[src/hw/rtl/fpfa_pkg.sv]
// ----------------------------------------------------------------------------
// fpfa_pkg: shared constants for the fixed partition fit allocator
// Field widths and fit policy codes used by the top level and the selector.
// ----------------------------------------------------------------------------
package fpfa_pkg;

    localparam int SIZE_W   = 16;
    localparam int BIDX_W   = 4;
    localparam int POLICY_W = 2;

    typedef logic [SIZE_W-1:0]   size_t;
    typedef logic [POLICY_W-1:0] policy_t;

    localparam policy_t POL_FIRST = 2'd0;
    localparam policy_t POL_BEST  = 2'd1;
    localparam policy_t POL_WORST = 2'd2;

endpackage

[src/hw/rtl/fpfa_select.sv]
// ----------------------------------------------------------------------------
// fpfa_select: shared fit compare unit
// Decides whether the partition under test replaces the current candidate.
// ----------------------------------------------------------------------------
module fpfa_select
(
    input  fpfa_pkg::size_t   cand_size,
    input  fpfa_pkg::size_t   want_size,
    input  fpfa_pkg::size_t   best_size,
    input  logic              have_best,
    input  fpfa_pkg::policy_t policy,
    output logic              take
);

    logic fits;

    assign fits = (cand_size >= want_size);

    always_comb
    begin
        take = 1'b0;
        if (fits)
        begin
            if (!have_best)
            begin
                take = 1'b1;
            end
            else
            begin
                unique case (policy)
                    fpfa_pkg::POL_BEST:  take = (cand_size < best_size);
                    fpfa_pkg::POL_WORST: take = (cand_size > best_size);
                    // first fit and the unused code keep the lowest match
                    default:             take = 1'b0;
                endcase
            end
        end
    end

endmodule

[src/hw/rtl/fixed_partition_fit_allocator_unit.sv]
// ----------------------------------------------------------------------------
// fixed_partition_fit_allocator_unit: first/best/worst fit partition allocator
// Holds a table of partition sizes; a load transaction writes one entry and a
// request transaction scans the table and grants one fitting partition.
// ----------------------------------------------------------------------------
//
//  channel   | handshake        | payload
//  ----------+------------------+------------------------------------------
//  input     | start / busy     | kind, block_index, block_size, request_size
//  config    | cfg_we           | cfg_wdata (fit policy)
//  result    | done (1 cycle)   | granted, granted_index
//
// A load transaction completes in the accepting cycle; busy stays low.
// A request transaction keeps busy high through the scan, drain and write-back
// states: one table read per cycle through the single memory read port feeding
// one shared compare unit, then a drain state for the last compare and a write-back state.
// The result strobe rises in the same cycle that busy drops.
// Reset clears the table through per-entry valid bits, so no clearing pass.
// The receiver cannot stall: done is asserted for exactly one cycle.
// ----------------------------------------------------------------------------
module fixed_partition_fit_allocator_unit
#(
    parameter int NUM_BLOCKS = 16
)
(
    input  logic        clk,
    input  logic        rst_n,
    input  logic        start,
    output logic        busy,
    input  logic        kind,
    input  logic [3:0]  block_index,
    input  logic [15:0] block_size,
    input  logic [15:0] request_size,
    input  logic        cfg_we,
    input  logic [1:0]  cfg_wdata,
    output logic        done,
    output logic        granted,
    output logic [3:0]  granted_index
);

    localparam int IDX_W = (NUM_BLOCKS > 1) ? $clog2(NUM_BLOCKS) : 1;

    localparam logic [1:0] ST_IDLE  = 2'd0;
    localparam logic [1:0] ST_SCAN  = 2'd1;
    localparam logic [1:0] ST_DRAIN = 2'd2;
    localparam logic [1:0] ST_WB    = 2'd3;

    localparam logic [IDX_W-1:0] LAST_IDX = IDX_W'(NUM_BLOCKS - 1);

    // Partition table storage; valid bits stand in for the reset clear.
    fpfa_pkg::size_t mem [NUM_BLOCKS];
    logic [NUM_BLOCKS-1:0] valid_reg, valid_next;

    logic [1:0]         state_reg, state_next;
    logic [IDX_W-1:0]   ctr_reg, ctr_next;
    fpfa_pkg::policy_t  policy_reg, policy_next;
    fpfa_pkg::size_t    want_reg, want_next;
    fpfa_pkg::size_t    best_size_reg, best_size_next;
    logic [IDX_W-1:0]   best_idx_reg, best_idx_next;
    logic               have_reg, have_next;

    // Read stage: registered data, its valid bit and its index.
    fpfa_pkg::size_t    rd_data_reg;
    logic               rd_valid_reg, rd_valid_next;
    logic               cmp_vld_reg, cmp_vld_next;
    logic [IDX_W-1:0]   cmp_idx_reg, cmp_idx_next;

    logic               done_reg, done_next;
    logic               granted_reg, granted_next;
    logic [3:0]         gidx_reg, gidx_next;

    logic               accept;
    logic               load_hit;
    logic [8:0]         load_idx_ext;
    logic [8:0]         best_idx_ext;
    logic               wr_en;
    logic [IDX_W-1:0]   wr_addr;
    fpfa_pkg::size_t    wr_data;
    fpfa_pkg::size_t    cand_size;
    logic               take;

    assign accept       = start && !busy;
    assign load_idx_ext = {5'd0, block_index};
    assign load_hit     = accept && !kind && (load_idx_ext < 9'(NUM_BLOCKS));
    assign best_idx_ext = 9'(best_idx_reg);

    // Entry that was never loaded reads as zero and so never fits.
    assign cand_size = rd_valid_reg ? rd_data_reg : '0;

    fpfa_select u_select
    (
        .cand_size (cand_size),
        .want_size (want_reg),
        .best_size (best_size_reg),
        .have_best (have_reg),
        .policy    (policy_reg),
        .take      (take)
    );

    // Single write port: a load when idle, the grant clear at write-back.
    always_comb
    begin
        wr_en   = 1'b0;
        wr_addr = load_idx_ext[IDX_W-1:0];
        wr_data = block_size;
        if (load_hit)
        begin
            wr_en = 1'b1;
        end
        else if ((state_reg == ST_WB) && have_reg)
        begin
            wr_en   = 1'b1;
            wr_addr = best_idx_reg;
            wr_data = '0;
        end
    end

    always_comb
    begin
        state_next     = state_reg;
        ctr_next       = ctr_reg;
        policy_next    = policy_reg;
        want_next      = want_reg;
        best_size_next = best_size_reg;
        best_idx_next  = best_idx_reg;
        have_next      = have_reg;
        rd_valid_next  = valid_reg[ctr_reg];
        cmp_vld_next   = 1'b0;
        cmp_idx_next   = ctr_reg;
        done_next      = 1'b0;
        granted_next   = granted_reg;
        gidx_next      = gidx_reg;
        valid_next     = valid_reg;

        if (wr_en)
        begin
            valid_next[wr_addr] = 1'b1;
        end

        if (cfg_we)
        begin
            policy_next = cfg_wdata;
        end

        // Fold in the entry read last cycle.
        if (cmp_vld_reg && take)
        begin
            best_size_next = cand_size;
            best_idx_next  = cmp_idx_reg;
            have_next      = 1'b1;
        end

        unique case (state_reg)
            ST_IDLE:
            begin
                if (accept && kind)
                begin
                    // A zero request is treated as one unit.
                    want_next  = (request_size == '0) ? 16'd1 : request_size;
                    ctr_next   = '0;
                    have_next  = 1'b0;
                    state_next = ST_SCAN;
                end
            end
            ST_SCAN:
            begin
                cmp_vld_next = 1'b1;
                if (ctr_reg == LAST_IDX)
                begin
                    state_next = ST_DRAIN;
                end
                else
                begin
                    ctr_next = ctr_reg + 1'b1;
                end
            end
            ST_DRAIN:
            begin
                state_next = ST_WB;
            end
            ST_WB:
            begin
                done_next    = 1'b1;
                granted_next = have_reg;
                gidx_next    = have_reg ? best_idx_ext[3:0] : 4'd0;
                state_next   = ST_IDLE;
            end
            default:
            begin
                state_next = ST_IDLE;
            end
        endcase
    end

    always_ff @(posedge clk or negedge rst_n)
    begin
        if (!rst_n)
        begin
            state_reg    <= ST_IDLE;
            ctr_reg      <= '0;
            policy_reg   <= fpfa_pkg::POL_FIRST;
            have_reg     <= 1'b0;
            cmp_vld_reg  <= 1'b0;
            rd_valid_reg <= 1'b0;
            done_reg     <= 1'b0;
            valid_reg    <= '0;
        end
        else
        begin
            state_reg    <= state_next;
            ctr_reg      <= ctr_next;
            policy_reg   <= policy_next;
            have_reg     <= have_next;
            cmp_vld_reg  <= cmp_vld_next;
            rd_valid_reg <= rd_valid_next;
            done_reg     <= done_next;
            valid_reg    <= valid_next;
        end
    end

    // Payload registers: no reset needed.
    always_ff @(posedge clk)
    begin
        want_reg      <= want_next;
        best_size_reg <= best_size_next;
        best_idx_reg  <= best_idx_next;
        cmp_idx_reg   <= cmp_idx_next;
        granted_reg   <= granted_next;
        gidx_reg      <= gidx_next;
    end

    // Table memory: one write port, one registered read port.
    always_ff @(posedge clk)
    begin
        if (wr_en)
        begin
            mem[wr_addr] <= wr_data;
        end
    end

    always_ff @(posedge clk)
    begin
        rd_data_reg <= mem[ctr_reg];
    end

    assign busy          = (state_reg != ST_IDLE);
    assign done          = done_reg;
    assign granted       = granted_reg;
    assign granted_index = gidx_reg;

endmodule

[config.mk]
export PLATFORM = sky130hd
export DESIGN_NAME = fixed_partition_fit_allocator_unit
export DESIGN_NICKNAME = d
export VERILOG_FILES = /design/src/hw/rtl/fpfa_pkg.sv /design/src/hw/rtl/fpfa_select.sv /design/src/hw/rtl/fixed_partition_fit_allocator_unit.sv
export SDC_FILE = /design/constraint.sdc
export NUM_CORES = 1
export LEC_CHECK = 0
export ABC_AREA = 1
export BUFFER_PORTS_ARGS = -buffer_cell sky130_fd_sc_hd__buf_2
export CAP_MARGIN = 20
export CORE_AREA = 2 2 154 156
export DETAILED_ROUTE_END_ITERATION = 7
export DIE_AREA = 0 0 156 158
export PLACE_DENSITY = 0.83
export SKIP_LAST_GASP = 1
export SLEW_MARGIN = 0
export SYNTH_ARGS = -nofsm -noshare
export SYNTH_HDL_FRONTEND = slang
export SYNTH_SLANG_ARGS = --single-unit
export TNS_END_PERCENT = 10
[constraint.sdc]
create_clock -name clk -period 3.4 [get_ports clk]
set_input_delay 0.34 -clock clk [delete_from_list [all_inputs] [get_ports clk]]
set_output_delay 0.34 -clock clk [all_outputs]
set_load 0.005 [all_outputs]
==> qor.yml <==
grt_pass1_vias: 9177
die_w_um: 156
yosysTopAreaCellShare_pct: 63.2
period_minus_slack_ps: 2830
finalClockSkew_ps: 21.3
finish.utilization_pct: 69.3
hpwl_mm: 19.1
min_path_type: "primary input to register"
async_flop_share_pct: 8.12
dpl.cell_count: 1449
r2r_setup_slack_ps: 570
cp_common_cell: "inv_1"
relSlewSlack_pct: 28.0
ctsHoldBuffers: 1
ys_seq_area_share_pct: 71.0
yosysWarnings: 0
worstMarginPinSlew_ps: 1080
cp.arrival_ps: 3050
finalWirelength_mm: 32.2
grt_pass1_wl_mm: 50.2
run_status: "finished, final reports clean"
vias: 9276
synth_area_leader_cell: "edfxtp_1"
fmax_mhz: 353
synthTopCellsByArea: "edfxtp_1 (63%), o21ai_0 (5.4%), dfrtp_1 (5.0%)"
grt_use_total_pct: 26.9
drc_errors: 0
fin_nets: 1275
portBuffers: 49
top_register: "mem"
antenna_found_initial: 0
fin_setup_tns_ps: 0
synth.avg_cell_area_um2: 12.3
cp-end-kind: "register"
rows: 56
netlist_top_cells_count: "edfxtp_1 (297), nor2_1 (170), o21ai_0 (153)"
cts_max_level: 2
wl_per_cell_um: 21.3
rsz0062_at_grt: "false"
drv_cap: 0
critPathMaxStageDelay_ps: 400
first_pass_iters: 5
synth_top_family_by_area: "compound AO/OA/AOI/OAI gates"
synth-compound-area-share_pct: 11.8
largest_reg_flops: 256
min_period_over_period_pct: 83.3
clock_latency_ps: 530
cts_setup_buffers: 0
initial_core_util_pct: 61.2
dieHeight_um: 158
finalSetupViolations: 0
worstSetupPathType: "register to register"
vias_per_cell: 6.13
synth_xor_area_share_pct: 0.0620
fin_total_pwr_mw: 13.2
required_ps: 3620
powerDensity_nw_per_um2: 824
synth_seq_cells: 345
placed_area_um2: 14900
grt_max_degree: 109
cpLargestDelayFamily: "simple AND/OR/NAND/NOR gates"
synth_most_common_cell: "edfxtp_1"
cpMaxStageDelayCell: "nor2_2"
gr-total-overflow: 0
synth_adder_area_share_pct: 3.19
ir_drop_v: 0.000583
clock-root-buffer: "clkbuf_16"
fin_ws_ps: 569
routabilityCongestion: 0.880
fin_area_um2: 16000
cts_resized: 0
path_max_fanout: 20
diodes: 0
clkTransAtPathRegs_ps: 60
final_hold_viol_count: 0
synth_top_flop_cell: "edfxtp_1"
path_cells: "inv_1, ha_1, nand3_2, nand3_4, inv_2, or2_1, o21ai_2, inv_1, nand2_1, nor2_2, buf_12"
leakage_nw: 5.97
drt_iter0_drc: 1242
pin_count: 50
coreArea_um2: 23100
layout-drive-gt1-share_pct: 14.2
cts_sinks: 345
synthSimpleGateAreaFrac_pct: 9.12
cts_tree: "yes"
fin_cells: 1512
cp-start-kind: "register"
design.die.area_um2: 24600
syn-cell-area_um2: 14100
numCtsBuffers: 34
clk_path_buf_depth: 3
synth_cell_types: 35
dp_slack_ps: 590
synth_cells: 1143
syn2layout_area_growth_pct: 13.2
crit_buf_inv: 4
antenna_left: 0
holdWs_ps: 20.9
drv_slew: 0
syn_nets: 1222
synth.area.mux_share_pct: 0
synth_edf_count: 297
## logic make-up (layout without fill, tap and decap cells)
kind of cell	count (synthesis)	in the layout
DFF	345	345
and+or+nand+nor	305	305
AOI/OAI and AO/OA	278	278
buffers and inverters	178	257
adders and majority gates	36	36
xor gates and xnor gates	1	1
## layout make-up
class	count	area (um^2)
Inverter	104	392
Timing Repair Buffer	91	638
Tap cell	290	363
Clock inverter	17	178
Clock buffer	45	923
Sequential cell	345	10000
Fill cell	1496	7080
Multi-Input combinational cell	620	3450
## layout by cell type (no fill, tap or decap), types with 9 or more instances in the layout
master     count
o21ai_0      153
nand2_1       76
clkbuf_16     35
nand3_1       31
buf_4         35
nor2_1       154
inv_1         98
nor2_2        16
or2_1         12
o211ai_1      20
edfxtp_1     297
clkbuf_1       9
a21oi_1       28
ha_1          36
dfxtp_1       20
dfrtp_1       26
buf_2         49
o22ai_1       20
o221ai_1      44
## final timing paths
check / startpoint / endpoint / depth (start not counted)
max: state_reg[0]$_DFFE_PN0P_ / mem[8][13]$_DFFE_PP_ / 11
min: request_size[12] / want_reg[12]$_SDFFCE_PN0P_ / 1
max reg2reg: state_reg[0]$_DFFE_PN0P_ / mem[8][13]$_DFFE_PP_ / 11
min reg2reg: cmp_idx_reg[2]$_DFF_P_ / best_idx_reg[2]$_DFFE_PP_ / 0
max in group asynchronous: rst_n / cmp_idx_next[0]$_DFFE_PN0P_ / 2
min in group asynchronous: rst_n / done$_DFF_PN0_ / 2
## where the power goes
part / switching, mW / internal [mW]
clock: 1.54 / 2.15
sequential: 0.328 / 5.35
combinational: 2.67 / 1.13
total: 4.53 / 8.63
## metal layers
layer / vias up / global-route usage (%) / share of wire (%)
li1: 4194 / - / -
met1: 4464 / 36.8 / 38
met2: 541 / 44.4 / 48
met3: 77 / 4.95 / 11
met4: 0 / 8.87 / 2.7
met5: - / 0 / 0
No activity file was read; power rests on OpenSTA's default activity.
